`src/rtl/core/aac_pkg.sv`:
```
// Shared types and constants of the AAC RTP depacketizer.
`timescale 1ns / 1ps

package aac_pkg;

   localparam int MAX_AU_HEADERS_DEF = 16;
   localparam int ADTS_LEN_DEF       = 7;

   // frames * 1024 samples * 1000 ms per second
   localparam logic [19:0] DTS_SCALE = 20'd1024000;
   localparam int          QUOT_W    = 36;
   localparam logic [5:0]  DIV_STEPS = 6'd36;

   localparam logic [7:0] ADTS_SYNC_HI  = 8'hFF;
   localparam logic [3:0] ADTS_SYNC_NIB = 4'hF;

   typedef enum logic [1:0] {
      KIND_DATA   = 2'd0,
      KIND_COMMIT = 2'd1,
      KIND_ABORT  = 2'd2
   } kind_type;

   typedef struct packed {
      logic load;
      logic exec;
      logic div_write;
   } ctrl_cmd_type;

   typedef struct packed {
      logic out_free;
      logic div_need;
      logic div_busy;
   } dp_status_type;

endpackage

```
`src/rtl/core/aac_rtp_depacketizer.sv`:
```
// AAC-hbr RTP depacketizer top level.
//
// Requests carry one RTP payload byte with its packet metadata on the req_
// valid/ready channel. Results leave on the rsp_ channel: an AU data byte, the
// last AU byte with commit (length, dts, ADTS-prefix flag), or an abort of the
// AU in progress. The csr_ channel writes the sample rate; csr_ready is always
// high and writes belong between requests.
// One request is in flight at a time: a request is loaded in ST_IDLE and
// evaluated in ST_EXEC once the result register is free, which writes its
// result into the output register; the next request is taken back in ST_IDLE.
// When an unfragmented AU starts with a nonzero frame offset, its dts goes
// through a shift-subtract divider (a multiply step, then 36 quotient steps);
// the next request is not taken until the divider is done.
// A stalled receiver holds the result register; the next request is taken,
// and its evaluation waits until the register frees.
// Synchronous reset clears the stream tracking and the sample rate and empties
// the output register; the AU-header table is not cleared, every entry being
// written before it is read within a packet.
`timescale 1ns / 1ps

module aac_rtp_depacketizer #(
   parameter int MAX_AU_HEADERS = aac_pkg::MAX_AU_HEADERS_DEF,
   parameter int ADTS_LEN       = aac_pkg::ADTS_LEN_DEF
) (
   input  logic        clock,
   input  logic        reset,
   input  logic        req_valid,
   output logic        req_ready,
   input  logic [7:0]  req_payload_byte,
   input  logic        req_first_of_packet,
   input  logic        req_last_of_packet,
   input  logic [15:0] req_payload_length,
   input  logic [15:0] req_sequence_number,
   input  logic [31:0] req_rtp_timestamp,
   input  logic [31:0] req_source_id,
   input  logic        req_marker,
   input  logic [39:0] req_stamp_ms,
   output logic        rsp_valid,
   input  logic        rsp_ready,
   output logic [1:0]  rsp_kind,
   output logic [7:0]  rsp_au_byte,
   output logic [12:0] rsp_au_length,
   output logic [39:0] rsp_au_dts,
   output logic        rsp_adts_prefix,
   input  logic        csr_valid,
   output logic        csr_ready,
   input  logic [17:0] csr_rate_hz
);

   aac_pkg::ctrl_cmd_type  cmd;
   aac_pkg::dp_status_type status;

   aac_ctrl u_ctrl (
      .clock     (clock),
      .reset     (reset),
      .req_valid (req_valid),
      .req_ready (req_ready),
      .status    (status),
      .cmd       (cmd)
   );

   aac_dp #(
      .MAX_AU_HEADERS (MAX_AU_HEADERS),
      .ADTS_LEN       (ADTS_LEN)
   ) u_dp (
      .clock               (clock),
      .reset               (reset),
      .cmd                 (cmd),
      .status              (status),
      .req_payload_byte    (req_payload_byte),
      .req_first_of_packet (req_first_of_packet),
      .req_last_of_packet  (req_last_of_packet),
      .req_payload_length  (req_payload_length),
      .req_sequence_number (req_sequence_number),
      .req_rtp_timestamp   (req_rtp_timestamp),
      .req_source_id       (req_source_id),
      .req_marker          (req_marker),
      .req_stamp_ms        (req_stamp_ms),
      .csr_valid           (csr_valid),
      .csr_rate_hz         (csr_rate_hz),
      .rsp_valid           (rsp_valid),
      .rsp_ready           (rsp_ready),
      .rsp_kind            (rsp_kind),
      .rsp_au_byte         (rsp_au_byte),
      .rsp_au_length       (rsp_au_length),
      .rsp_au_dts          (rsp_au_dts),
      .rsp_adts_prefix     (rsp_adts_prefix)
   );

   assign csr_ready = 1'b1;

endmodule

```
`src/rtl/core/aac_div.sv`:
```
// Multi-cycle unit for frames * 1024000 / rate, one quotient bit per cycle.
`timescale 1ns / 1ps

module aac_div (
   input  logic                      clock,
   input  logic                      reset,
   input  logic                      start,
   input  logic [15:0]               offset,
   input  logic [17:0]               divisor,
   output logic                      busy,
   output logic [aac_pkg::QUOT_W-1:0] quotient
);

   logic        mul_ff;
   logic        run_ff;
   logic [5:0]  cnt_ff;
   logic [15:0] op_ff;
   logic [17:0] dv_ff;
   logic [aac_pkg::QUOT_W-1:0] num_ff;
   logic [17:0] rem_ff;
   logic [18:0] rem_sh;
   logic        ge;
   logic [17:0] rem_in;

   always_comb begin
      rem_sh = {rem_ff, num_ff[aac_pkg::QUOT_W-1]};
      ge     = rem_sh >= {1'b0, dv_ff};
      rem_in = ge ? 18'(rem_sh - {1'b0, dv_ff}) : rem_sh[17:0];
   end

   always_ff @(posedge clock) begin
      if (reset) begin
         mul_ff <= 1'b0;
         run_ff <= 1'b0;
         cnt_ff <= '0;
      end else if (start) begin
         mul_ff <= 1'b1;
         run_ff <= 1'b0;
      end else if (mul_ff) begin
         mul_ff <= 1'b0;
         run_ff <= 1'b1;
         cnt_ff <= aac_pkg::DIV_STEPS;
      end else if (run_ff) begin
         cnt_ff <= cnt_ff - 6'd1;
         if (cnt_ff == 6'd1) begin
            run_ff <= 1'b0;
         end
      end
   end

   always_ff @(posedge clock) begin
      if (start) begin
         op_ff <= offset;
         dv_ff <= divisor;
      end else if (mul_ff) begin
         num_ff <= aac_pkg::QUOT_W'(op_ff) * aac_pkg::QUOT_W'(aac_pkg::DTS_SCALE);
         rem_ff <= '0;
      end else if (run_ff) begin
         // shift the next dividend bit out at the top, the quotient bit in at the bottom
         num_ff <= {num_ff[aac_pkg::QUOT_W-2:0], ge};
         rem_ff <= rem_in;
      end
   end

   assign busy     = mul_ff | run_ff;
   assign quotient = num_ff;

endmodule

```
`src/rtl/core/aac_dp.sv`:
```
// Datapath: stream state, AU-header table, per-byte evaluation and result register.
`timescale 1ns / 1ps

module aac_dp #(
   parameter int MAX_AU_HEADERS = aac_pkg::MAX_AU_HEADERS_DEF,
   parameter int ADTS_LEN       = aac_pkg::ADTS_LEN_DEF
) (
   input  logic                  clock,
   input  logic                  reset,
   input  aac_pkg::ctrl_cmd_type cmd,
   output aac_pkg::dp_status_type status,
   input  logic [7:0]            req_payload_byte,
   input  logic                  req_first_of_packet,
   input  logic                  req_last_of_packet,
   input  logic [15:0]           req_payload_length,
   input  logic [15:0]           req_sequence_number,
   input  logic [31:0]           req_rtp_timestamp,
   input  logic [31:0]           req_source_id,
   input  logic                  req_marker,
   input  logic [39:0]           req_stamp_ms,
   input  logic                  csr_valid,
   input  logic [17:0]           csr_rate_hz,
   output logic                  rsp_valid,
   input  logic                  rsp_ready,
   output logic [1:0]            rsp_kind,
   output logic [7:0]            rsp_au_byte,
   output logic [12:0]           rsp_au_length,
   output logic [39:0]           rsp_au_dts,
   output logic                  rsp_adts_prefix
);

   localparam int AU_W = $clog2(MAX_AU_HEADERS + 1);
   localparam int AW   = (MAX_AU_HEADERS > 1) ? $clog2(MAX_AU_HEADERS) : 1;

   typedef enum logic [2:0] {
      PH_IDLE, PH_LEN, PH_HDR, PH_DATA, PH_SKIP
   } phase_type;

   // latched request
   logic [7:0]  it_byte;
   logic        it_first, it_last, it_mark;
   logic [15:0] it_len, it_seq;
   logic [31:0] it_ts, it_src;
   logic [39:0] it_stamp;

   logic [15:0] hdr_mem [MAX_AU_HEADERS];
   logic [15:0] rd_ff;
   logic [AW-1:0] rd_addr;

   phase_type   phase_ff, phase_in, ph_mid;
   logic        have_ff, have_in;
   logic [15:0] pseq_ff, pseq_in;
   logic [31:0] pts_ff, pts_in, psrc_ff, psrc_in;
   logic [12:0] psize_ff, psize_in;
   logic [2:0]  pidx_ff, pidx_in;
   logic        drop_ff, drop_in;
   logic [12:0] fill_ff, fill_in;
   logic [39:0] pdts_ff, pdts_in;
   logic [15:0] lead_ff, lead_in, lead_cur;
   logic [15:0] pp_ff, pp_in;
   logic [11:0] total_ff, total_in;
   logic [AU_W-1:0] cur_ff, cur_in;
   logic [15:0] off_ff, off_in;
   logic [7:0]  lhigh_ff, lhigh_in;
   logic [7:0]  hi_ff, hi_in;
   logic [12:0] ausize_ff, ausize_in;
   logic [17:0] sr_ff;

   logic        out_valid_ff;
   logic [1:0]  out_kind_ff;
   logic [7:0]  out_byte_ff;
   logic [12:0] out_len_ff;
   logic [39:0] out_dts_ff;
   logic        out_adts_ff;

   logic        res_valid;
   aac_pkg::kind_type res_kind;
   logic [7:0]  res_byte;
   logic [12:0] res_len;
   logic [39:0] res_dts;
   logic        res_adts;

   logic        abort_c, data_c, commit_c, disc, sa_disc, div_need;
   logic        same_src, same_ts;
   logic [15:0] dseq, pos, bits, k;
   logic [11:0] count;
   logic [14:0] e;
   logic        sa_call;
   logic [AU_W-1:0] sa_au;
   logic [15:0] sa_hdr;
   logic [16:0] sa_first, rem17;
   logic [15:0] remaining;
   logic [12:0] size;
   logic [2:0]  idx;
   logic        mem_we;
   logic [AW-1:0] mem_wa;

   logic        div_busy;
   logic [aac_pkg::QUOT_W-1:0] quot;

   always_comb begin
      phase_in = phase_ff;  have_in = have_ff;  pseq_in = pseq_ff;
      pts_in = pts_ff;  psrc_in = psrc_ff;  psize_in = psize_ff;
      pidx_in = pidx_ff;  drop_in = drop_ff;  fill_in = fill_ff;
      pdts_in = pdts_ff;  lead_in = lead_ff;  pp_in = pp_ff;
      total_in = total_ff;  cur_in = cur_ff;  off_in = off_ff;
      lhigh_in = lhigh_ff;  hi_in = hi_ff;  ausize_in = ausize_ff;
      abort_c = 1'b0;  data_c = 1'b0;  commit_c = 1'b0;
      disc = 1'b0;  sa_disc = 1'b0;  div_need = 1'b0;
      res_len = '0;  res_dts = '0;  res_adts = 1'b0;
      same_src = 1'b0;  same_ts = 1'b0;  dseq = '0;
      bits = '0;  count = '0;  k = '0;  e = '0;
      sa_call = 1'b0;  sa_au = cur_ff;  sa_hdr = rd_ff;  sa_first = '0;
      rem17 = '0;  remaining = '0;  size = '0;  idx = '0;
      mem_we = 1'b0;  mem_wa = '0;  lead_cur = lead_ff;

      if (it_first) begin
         // drop an unfragmented AU left half emitted
         if (fill_ff != '0 && psize_ff == '0) begin
            abort_c = 1'b1;
            fill_in = '0;  lead_in = '0;  psize_in = '0;
         end
         pp_in    = '0;
         same_src = have_ff && it_src == psrc_ff;
         same_ts  = same_src && it_ts == pts_ff;
         dseq     = it_seq - pseq_ff;
         if (same_ts && (dseq == '0 || dseq[15])) begin
            phase_in = PH_SKIP;
         end else begin
            if (!same_ts) begin
               if (psize_in != '0) begin
                  abort_c = abort_c | (fill_in != '0);
                  fill_in = '0;  lead_in = '0;  psize_in = '0;
               end
               drop_in = 1'b0;
            end else if (it_seq != 16'(pseq_ff + 16'd1)) begin
               abort_c = abort_c | (fill_in != '0);
               fill_in = '0;  lead_in = '0;  psize_in = '0;
               drop_in = 1'b1;
            end
            have_in = 1'b1;
            pseq_in = it_seq;
            pts_in  = it_ts;
            psrc_in = it_src;
            if (drop_in) begin
               phase_in = PH_SKIP;
            end else if (it_len < 16'd2) begin
               disc     = 1'b1;
               phase_in = PH_SKIP;
            end else begin
               phase_in = PH_LEN;
            end
         end
      end else if (phase_ff != PH_IDLE) begin
         if (pp_ff != 16'hFFFF) begin
            pp_in = pp_ff + 16'd1;
         end
      end
      pos    = pp_in;
      ph_mid = phase_in;

      if ((ph_mid == PH_LEN || ph_mid == PH_HDR || ph_mid == PH_DATA) && pos < it_len) begin
         if (it_last && ({1'b0, pos} + 17'd1) < {1'b0, it_len}) begin
            disc = 1'b1;
         end else begin
            unique case (ph_mid)
               PH_LEN: begin
                  if (pos == '0) begin
                     lhigh_in = it_byte;
                  end else begin
                     bits  = {lhigh_ff, it_byte};
                     count = bits[15:4];
                     if (count == '0 || bits[3:0] != '0 ||
                         {1'b0, count} > 13'(MAX_AU_HEADERS) ||
                         16'(it_len - 16'd2) < {3'b0, count, 1'b0} ||
                         (count > 12'd1 && sr_ff == '0)) begin
                        disc = 1'b1;
                     end else begin
                        total_in = count;
                        cur_in   = '0;
                        off_in   = '0;
                        phase_in = PH_HDR;
                     end
                  end
               end
               PH_HDR: begin
                  k = pos - 16'd2;
                  e = k[15:1];
                  if (!k[0]) begin
                     hi_in = it_byte;
                  end else if ({1'b0, e} < 16'(MAX_AU_HEADERS)) begin
                     mem_we = 1'b1;
                     mem_wa = e[AW-1:0];
                  end
                  if (pos == {3'b0, total_ff, 1'b1}) begin
                     sa_call  = 1'b1;
                     sa_au    = cur_ff;
                     // the single header is completed by this very byte
                     sa_hdr   = (total_ff == 12'd1) ? {hi_ff, it_byte} : rd_ff;
                     sa_first = {1'b0, pos} + 17'd1;
                  end
               end
               PH_DATA: begin
                  data_c = 1'b1;
                  if (fill_ff == '0) begin
                     lead_cur = {it_byte, 8'h00};
                  end else if (fill_ff == 13'd1) begin
                     lead_cur = {lead_ff[15:8], it_byte};
                  end
                  lead_in = lead_cur;
                  fill_in = fill_ff + 13'd1;
                  if (fill_in == ausize_ff) begin
                     commit_c = 1'b1;
                     res_len  = ausize_ff;
                     res_dts  = pdts_ff;
                     res_adts = ausize_ff > 13'(ADTS_LEN) &&
                                lead_cur[15:8] == aac_pkg::ADTS_SYNC_HI &&
                                lead_cur[7:4] == aac_pkg::ADTS_SYNC_NIB;
                     fill_in  = '0;
                     lead_in  = '0;
                     psize_in = '0;
                     if (psize_ff != '0) begin
                        phase_in = PH_SKIP;
                     end else begin
                        cur_in = cur_ff + 1'b1;
                        if (13'(cur_in) < {1'b0, total_ff}) begin
                           sa_call  = 1'b1;
                           sa_au    = cur_in;
                           sa_hdr   = rd_ff;
                           sa_first = {1'b0, pos} + 17'd1;
                        end else begin
                           phase_in = PH_SKIP;
                        end
                     end
                  end
               end
               default: ;
            endcase
         end
      end

      // evaluate the AU at sa_au, its first data byte at sa_first
      if (sa_call) begin
         rem17     = {1'b0, it_len} - sa_first;
         remaining = (sa_first < {1'b0, it_len}) ? rem17[15:0] : '0;
         if (13'(sa_au) >= 13'(MAX_AU_HEADERS)) begin
            sa_disc = 1'b1;
         end else begin
            size = sa_hdr[15:3];
            idx  = sa_hdr[2:0];
            if (sa_au != '0) begin
               off_in = off_in + 16'(idx) + 16'd1;
            end
            if (size == '0) begin
               sa_disc = 1'b1;
            end else if (psize_in != '0) begin
               if (total_in != 12'd1 || size != psize_in || idx != pidx_in ||
                   fill_in >= size || {1'b0, remaining} > {4'b0, 13'(size - fill_in)}) begin
                  sa_disc = 1'b1;
               end else if (({4'b0, fill_in} + {1'b0, remaining}) < {4'b0, size} &&
                            it_mark) begin
                  sa_disc = 1'b1;
               end else begin
                  ausize_in = size;
                  phase_in  = (remaining != '0) ? PH_DATA : PH_SKIP;
               end
            end else begin
               if (off_in != '0 && sr_ff != '0) begin
                  div_need = 1'b1;
               end else begin
                  pdts_in = it_stamp;
               end
               if (remaining < {3'b0, size}) begin
                  if (total_in != 12'd1 || remaining == '0 || it_mark) begin
                     sa_disc = 1'b1;
                  end else begin
                     psize_in = size;
                     pidx_in  = idx;
                  end
               end
               if (!sa_disc) begin
                  ausize_in = size;
                  phase_in  = PH_DATA;
               end
            end
         end
      end

      if (disc || sa_disc) begin
         abort_c  = abort_c | (fill_in != '0);
         fill_in  = '0;
         lead_in  = '0;
         psize_in = '0;
         drop_in  = 1'b1;
         phase_in = PH_SKIP;
      end
      if (it_last) begin
         phase_in = PH_IDLE;
      end

      res_valid = data_c | abort_c;
      if (data_c) begin
         res_kind = commit_c ? aac_pkg::KIND_COMMIT : aac_pkg::KIND_DATA;
         res_byte = it_byte;
      end else begin
         res_kind = aac_pkg::KIND_ABORT;
         res_byte = '0;
         res_len  = '0;
         res_dts  = '0;
         res_adts = 1'b0;
      end
   end

   assign rd_addr = (phase_ff == PH_DATA) ? AW'(AU_W'(cur_ff + 1'b1)) : AW'(cur_ff);

   always_ff @(posedge clock) begin
      if (cmd.load) begin
         it_byte  <= req_payload_byte;
         it_first <= req_first_of_packet;
         it_last  <= req_last_of_packet;
         it_len   <= req_payload_length;
         it_seq   <= req_sequence_number;
         it_ts    <= req_rtp_timestamp;
         it_src   <= req_source_id;
         it_mark  <= req_marker;
         it_stamp <= req_stamp_ms;
         rd_ff    <= hdr_mem[rd_addr];
      end
      if (cmd.exec && mem_we) begin
         hdr_mem[mem_wa] <= {hi_ff, it_byte};
      end
   end

   always_ff @(posedge clock) begin
      if (reset) begin
         phase_ff <= PH_IDLE;  have_ff <= 1'b0;  pseq_ff <= '0;
         pts_ff <= '0;  psrc_ff <= '0;  psize_ff <= '0;  pidx_ff <= '0;
         drop_ff <= 1'b0;  fill_ff <= '0;  pdts_ff <= '0;  lead_ff <= '0;
         pp_ff <= '0;  total_ff <= '0;  cur_ff <= '0;  off_ff <= '0;
         lhigh_ff <= '0;  hi_ff <= '0;  ausize_ff <= '0;  sr_ff <= '0;
      end else begin
         if (csr_valid) begin
            sr_ff <= csr_rate_hz;
         end
         if (cmd.exec) begin
            phase_ff <= phase_in;  have_ff <= have_in;  pseq_ff <= pseq_in;
            pts_ff <= pts_in;  psrc_ff <= psrc_in;  psize_ff <= psize_in;
            pidx_ff <= pidx_in;  drop_ff <= drop_in;  fill_ff <= fill_in;
            pdts_ff <= pdts_in;  lead_ff <= lead_in;  pp_ff <= pp_in;
            total_ff <= total_in;  cur_ff <= cur_in;  off_ff <= off_in;
            lhigh_ff <= lhigh_in;  hi_ff <= hi_in;  ausize_ff <= ausize_in;
         end else if (cmd.div_write) begin
            pdts_ff <= it_stamp + {4'b0, quot};
         end
      end
   end

   always_ff @(posedge clock) begin
      if (reset) begin
         out_valid_ff <= 1'b0;
      end else if (cmd.exec && res_valid) begin
         out_valid_ff <= 1'b1;
      end else if (rsp_ready) begin
         out_valid_ff <= 1'b0;
      end
   end

   always_ff @(posedge clock) begin
      if (cmd.exec && res_valid) begin
         out_kind_ff <= res_kind;
         out_byte_ff <= res_byte;
         out_len_ff  <= res_len;
         out_dts_ff  <= res_dts;
         out_adts_ff <= res_adts;
      end
   end

   aac_div u_div (
      .clock    (clock),
      .reset    (reset),
      .start    (cmd.exec && div_need),
      .offset   (off_in),
      .divisor  (sr_ff),
      .busy     (div_busy),
      .quotient (quot)
   );

   assign status.out_free = !out_valid_ff || rsp_ready;
   assign status.div_need = div_need;
   assign status.div_busy = div_busy;

   assign rsp_valid       = out_valid_ff;
   assign rsp_kind        = out_kind_ff;
   assign rsp_au_byte     = out_byte_ff;
   assign rsp_au_length   = out_len_ff;
   assign rsp_au_dts      = out_dts_ff;
   assign rsp_adts_prefix = out_adts_ff;

endmodule

```
`src/rtl/core/aac_ctrl.sv`:
```
// Controller: sequences request load, evaluation and the dts divider.
`timescale 1ns / 1ps

module aac_ctrl (
   input  logic                   clock,
   input  logic                   reset,
   input  logic                   req_valid,
   output logic                   req_ready,
   input  aac_pkg::dp_status_type status,
   output aac_pkg::ctrl_cmd_type  cmd
);

   typedef enum logic [1:0] {
      ST_IDLE, ST_EXEC, ST_DIV
   } state_type;

   state_type state_ff, state_in;

   always_comb begin
      state_in      = state_ff;
      cmd.load      = 1'b0;
      cmd.exec      = 1'b0;
      cmd.div_write = 1'b0;
      unique case (state_ff)
         ST_IDLE: begin
            if (req_valid) begin
               cmd.load = 1'b1;
               state_in = ST_EXEC;
            end
         end
         ST_EXEC: begin
            // hold until the result register can take the outcome
            if (status.out_free) begin
               cmd.exec = 1'b1;
               state_in = status.div_need ? ST_DIV : ST_IDLE;
            end
         end
         ST_DIV: begin
            if (!status.div_busy) begin
               cmd.div_write = 1'b1;
               state_in      = ST_IDLE;
            end
         end
         default: state_in = ST_IDLE;
      endcase
   end

   always_ff @(posedge clock) begin
      if (reset) begin
         state_ff <= ST_IDLE;
      end else begin
         state_ff <= state_in;
      end
   end

   assign req_ready = (state_ff == ST_IDLE);

endmodule
```
`config.mk`:
```
export PLATFORM = sky130hd
export DESIGN_NAME = aac_rtp_depacketizer
export DESIGN_NICKNAME = d
export VERILOG_FILES = /design/src/rtl/core/aac_pkg.sv /design/src/rtl/core/aac_rtp_depacketizer.sv /design/src/rtl/core/aac_div.sv /design/src/rtl/core/aac_dp.sv /design/src/rtl/core/aac_ctrl.sv
export SDC_FILE = /design/constraint.sdc
export NUM_CORES = 2
export LEC_CHECK = 0
export ABC_CLOCK_PERIOD_IN_PS = 39600
export BUFFER_PORTS_ARGS = -buffer_cell sky130_fd_sc_hd__buf_2
export CORE_MARGIN = 3
export CORE_UTILIZATION = 50
export DETAILED_ROUTE_END_ITERATION = 6
export MAX_ROUTING_LAYER = met4
export PLACE_DENSITY = 0.78
export SETUP_SLACK_MARGIN = 0.2
export SYNTH_ARGS = -nofsm -noshare
export SYNTH_HDL_FRONTEND = slang
export SYNTH_HIERARCHICAL = 1
export SYNTH_SLANG_ARGS = --single-unit
export TNS_END_PERCENT = 10
```
`constraint.sdc`:
```
create_clock -name clock -period 39.6 [get_ports clock]
set_clock_uncertainty 0.15 [all_clocks]
set_input_delay 9.9 -clock clock [delete_from_list [all_inputs] [get_ports clock]]
set_output_delay 9.9 -clock clock [all_outputs]
set_load 0.05 [all_outputs]
```
==> results <==
- The flow ran to the end, and the final reports show no timing, DRC or antenna violations.
- The growth of design area from synthesis to finish is 11.82%.
- The data required time of the critical path is 39.74 ns.
- The die height is 318.3 µm.
- The tree is rooted in a sky130_fd_sc_hd__clkbuf_16.
- During I/O placement, the number of pins put on the boundary was 237.
- The vias per cell is 6.071.
- The summed negative setup slack over all endpoints is 0 ns.
- After layout, the worst path uses between 40 and 50% of the clock period.
- After technology mapping, the gate count stands at ~4,500.
- After the first detailed-routing iteration, the DRC count stood at around 3,600.
- The proportion of layout cells with a drive suffix above 1 is 13.75%.
- For this run, the number of Yosys warnings is 6.
- The internal portion of total power is 1.517 mW.
- The filler cell count is about 8,000.
- The net switching share of the total power is a little under a quarter.
- In this run the horizontal extent of the chip is 318.3 µm.
- The launching instance or port of the critical path is u_dp/pp_ff[0].
- The part of the power in the clock network is 44.0%.
- In this run the core area contains between 100 and 150 standard-cell rows.
- Setup repair after global routing left no endpoint under its margin.
- In the synthesized netlist the async set-or-reset flop fraction comes to 0%.
- The maximum clock insertion buffer count is 3.
- In the post-synthesis netlist, the cell with the most instances is sky130_fd_sc_hd__edfxtp_1.
- In this run the tool buffered the top-level ports with 235 buffer cells.
- The sum of buffers and inverters on the critical path is 5.
- The total global routing track utilization is 26.95%.
- Measured against its own limit, the worst slew margin works out to about a fifth.
- For this design the ratio of total power to cell area is 36.51 nW/µm².
- By count the netlist is led by sky130_fd_sc_hd__edfxtp_1, sky130_fd_sc_hd__nor2_1, sky130_fd_sc_hd__inv_1.
- The routability congestion estimate from global placement is 0.9836.
- The share of synthesized area in the top cell type comes to a little over a third.
- The critical path in this run is classified as register to register.
- The floorplan step defined a die boundary enclosing 101,300 µm².
- Counting the buffers created by CTS gives between 90 and 100.
- At the pin with the least slew margin, the transition time is 1.210 ns.
- In this run, the combinational gates consume 7.4% of the power.
- Entering global routing, the biggest net connects between 100 and 150 pins.
- Dividing the detail-routed wire length by the instance count gives 22.35 µm.
- The final hold violation count is 0.
- In this run the number of cells on the critical path is 57.
- In the synthesized netlist the dominant register cell turns out to be sky130_fd_sc_hd__edfxtp_1.
- The maximum achievable frequency is slightly above 60 MHz.
- The endpoint of the most critical setup path is u_dp/rsp_au_dts[11].
- In this run the critical register-to-register path is launched from u_dp/pp_ff[0].
- The completed layout was analyzed and its total power is around 2 mW.
- The kind of cell adding the most delay to the critical path is compound AO/OA/AOI/OAI gates.
- The synthesized design contains 844 register bits.
- The analysis attributes to net switching a power of approximately 0.47 mW.
- Subtracting the final worst setup slack from the clock period gives around 16 ns.
- Gates resized during post-CTS repair numbered 0.
- The biggest cell delay along the critical path is ~0.70 ns.
- Setup violations remaining at the end of the flow were counted as 0.
- The worst-case register-to-register setup slack is 23.57 ns.
- In this run the critical register-to-register path is captured at u_dp/rsp_au_dts[11].
- The number of nets in the finished design is about 5,200.
- The tool flagged a number of max-cap violations equal to 0.
- The cell type with the highest occurrence count on the critical path is sky130_fd_sc_hd__ha_1.
- The slowest library cell on the worst path is sky130_fd_sc_hd__o21a_1.
- The cell taking the most area after synthesis is sky130_fd_sc_hd__edfxtp_1.
- Yosys mapped a number of flops with a built-in enable equal to 571.
- The cell area that synthesis handed to floorplanning was 48,770 µm².
- The number of nets in the synthesized netlist is 4,991.
- The global-route wire length before repair is 209,200 µm.
- The first detailed-routing pass took 5 iterations.
- TritonCTS built the clock tree.
- The number of library cell types mapped by synthesis is 118.
- By area the synthesized netlist is led by sky130_fd_sc_hd__edfxtp_1, sky130_fd_sc_hd__dfxtp_1, sky130_fd_sc_hd__ha_1.
- The hold buffer count at cts is 0.
- The path class of the lowest-slack min-delay path is register to register.
- The routed layout has between 30,000 and 40,000 vias.
- The starting density of the core is between 50% and 60%.
- The number of antenna violations at the first check in global routing is 3.
- The worst setup path is launched from a register.
- For the worst-skew pair, the clock arrives at the later sink with an insertion delay of 0.71 ns.
- In this run the post-CTS setup repair buffer count came out at 0.
- The area used by multi-input combinational logic is approximately 24,000 µm².
- In the final layout, flip-flops and latches occupy 22,610 µm².
- The leakage power is about 22 nW.
- The number of sinks on the clock net is 844.
- The core outline area is 95,860 µm².
- The peak supply drop is about 0.000038 V.
- The number of global-route vias before repair is 35,830.
- The critical path arrival is 16.17 ns.
- The aggregate routed wire length is between 100,000 and 150,000 µm.
- STA classifies the critical path endpoint as a register.
- The count of nets left with antenna violations once routing finished came out at 0.
- The total congestion overflow after global routing is 0.
- The number of slew-limit violations in the final report came to 0.
- The sum of net half-perimeters after detailed placement is 95,910 µm.
- The clock tree synthesis step divided the H-tree into 3 levels.
- The worst-path maximum fanout is 46.
- The share of the core filled with cells is 56.89%.
- The portion of the post-synthesis area used by sequential elements is ~46%.
- The clock transition at the registers of the reported paths is 0.06 ns.
- The number of cells on the worst reg-to-reg path is 57.
- The detailed-route DRC error count is 0.
- In this run the mean area of a mapped cell was ~11 µm².
- The share of total power dissipated in sequential elements is 48.6%.
## power groups by stage
stage	registers, mW	clock network (mW)	logic (mW)
after detailed placement	0.986	0	0.145
after CTS	0.967	0.897	0.146
final	0.968	0.876	0.147
after global placement	0.985	0	0.142
after floorplan	0.983	0	0.0982
after global routing	0.969	0.933	0.162
## through the flow
stage	cell area [µm²]	worst slack [ns]	cells	hold slack, ns
finish	54530	23.57	6041	0.3114
global route	54530	22.66	6040	0.3176
CTS	54520	23.80	6037	0.3170
detailed placement	51390	23.89	5866	0.2975
global placement	51390	24.34	5866	0.2933
floorplan	48770	24.83	4485	0.2709
## registers in the layout (all words and copies together) (netlist names), 16 cells and up
signal               flops
u_dp/hdr_mem           256
u_dp/it_stamp           40
u_dp/pdts_ff            40
u_dp/rsp_au_dts         40
u_dp/u_div/quotient     36
u_dp/it_src             32
u_dp/it_ts              32
u_dp/psrc_ff            32
u_dp/pts_ff             32
u_dp/sr_ff              18
u_dp/u_div/dv_ff        18
u_dp/u_div/rem_ff       18
u_dp/it_len             16
u_dp/it_seq             16
u_dp/off_ff             16
u_dp/pp_ff              16
u_dp/pseq_ff            16
u_dp/rd_ff              16
u_dp/u_div/op_ff        16
## worst reg2reg max path: cells and delay by family (launching register included)
family	cells	cell delay, ns
AO/OA/AOI/OAI	22	6.48
XOR/XNOR	2	0.28
adder cells (fa/ha/maj)	6	1.86
buffers and inverters	5	1.35
flip-flops	1	0.48
AND/OR/NAND/NOR	22	4.95
## layer usage
metal	share of wire (%)	global-route usage, %
met1	42	35.13
met2	47	43.09
met3	7.2	4.182
met4	3.5	9.292
met5	0	-
## logic make-up after synthesis
| family | synth area share (%) |
|---|---|
| fa+ha+maj | 9.559 |
| other cells | 0.007689 |
| compound gates | 12.75 |
| buf+inv | 3.802 |
| simple gates | 15.10 |
| mux | 8.074 |
| xor+xnor | 4.338 |
| flops | 46.36 |
## cell usage in the layout, fill, tap and decap left out, types with 29 or more instances in the layout
cell type / netlist / routed
sky130_fd_sc_hd__a211oi_1: 99 / 98
sky130_fd_sc_hd__a21o_1: 55 / 55
sky130_fd_sc_hd__a21oi_1: 214 / 214
sky130_fd_sc_hd__and2_1: 87 / 85
sky130_fd_sc_hd__and3_1: 37 / 37
sky130_fd_sc_hd__buf_2: 27 / 234
sky130_fd_sc_hd__buf_4: 8 / 64
sky130_fd_sc_hd__clkbuf_16: 0 / 94
sky130_fd_sc_hd__dfxtp_1: 273 / 272
sky130_fd_sc_hd__edfxtp_1: 571 / 571
sky130_fd_sc_hd__fa_1: 61 / 61
sky130_fd_sc_hd__ha_1: 275 / 275
sky130_fd_sc_hd__inv_1: 282 / 280
sky130_fd_sc_hd__mux2_2: 29 / 29
sky130_fd_sc_hd__mux2i_1: 176 / 174
sky130_fd_sc_hd__mux4_2: 80 / 80
sky130_fd_sc_hd__nand2_1: 236 / 235
sky130_fd_sc_hd__nand2b_1: 68 / 68
sky130_fd_sc_hd__nand3_1: 119 / 119
sky130_fd_sc_hd__nand4_1: 73 / 73
sky130_fd_sc_hd__nor2_1: 390 / 387
sky130_fd_sc_hd__nor2b_1: 79 / 79
sky130_fd_sc_hd__nor3_1: 94 / 90
sky130_fd_sc_hd__nor4_1: 62 / 62
sky130_fd_sc_hd__o21a_1: 42 / 42
sky130_fd_sc_hd__o21ai_0: 129 / 129
sky130_fd_sc_hd__or3_1: 41 / 41
sky130_fd_sc_hd__xnor2_1: 168 / 166
sky130_fd_sc_hd__xor2_1: 71 / 70
## area by class of cell
class,count,area share (%)
Timing Repair Buffer,300,3.090
Inverter,285,1.962
Tap cell,1265,2.902
Multi-Input combinational cell,3172,44.81
Clock inverter,50,1.049
Sequential cell,844,41.47
Antenna cell,4,0.01835
Clock buffer,121,4.701
## how the worst min path moves through the flow
stage	startpoint	endpoint	slack, ns	depth (start not counted)
floorplan	u_dp/sr_ff[8]	u_dp/u_div/dv_ff[8]	0.27	0
global placement	u_dp/sr_ff[16]	u_dp/u_div/dv_ff[16]	0.29	0
detailed placement	u_dp/sr_ff[0]	u_dp/u_div/dv_ff[0]	0.30	0
CTS	u_dp/sr_ff[16]	u_dp/u_div/dv_ff[16]	0.32	0
global route	u_dp/sr_ff[16]	u_dp/u_div/dv_ff[16]	0.32	0
finish	u_dp/sr_ff[16]	u_dp/u_div/dv_ff[16]	0.31	0
No activity file was read; power rests on OpenSTA's default activity.
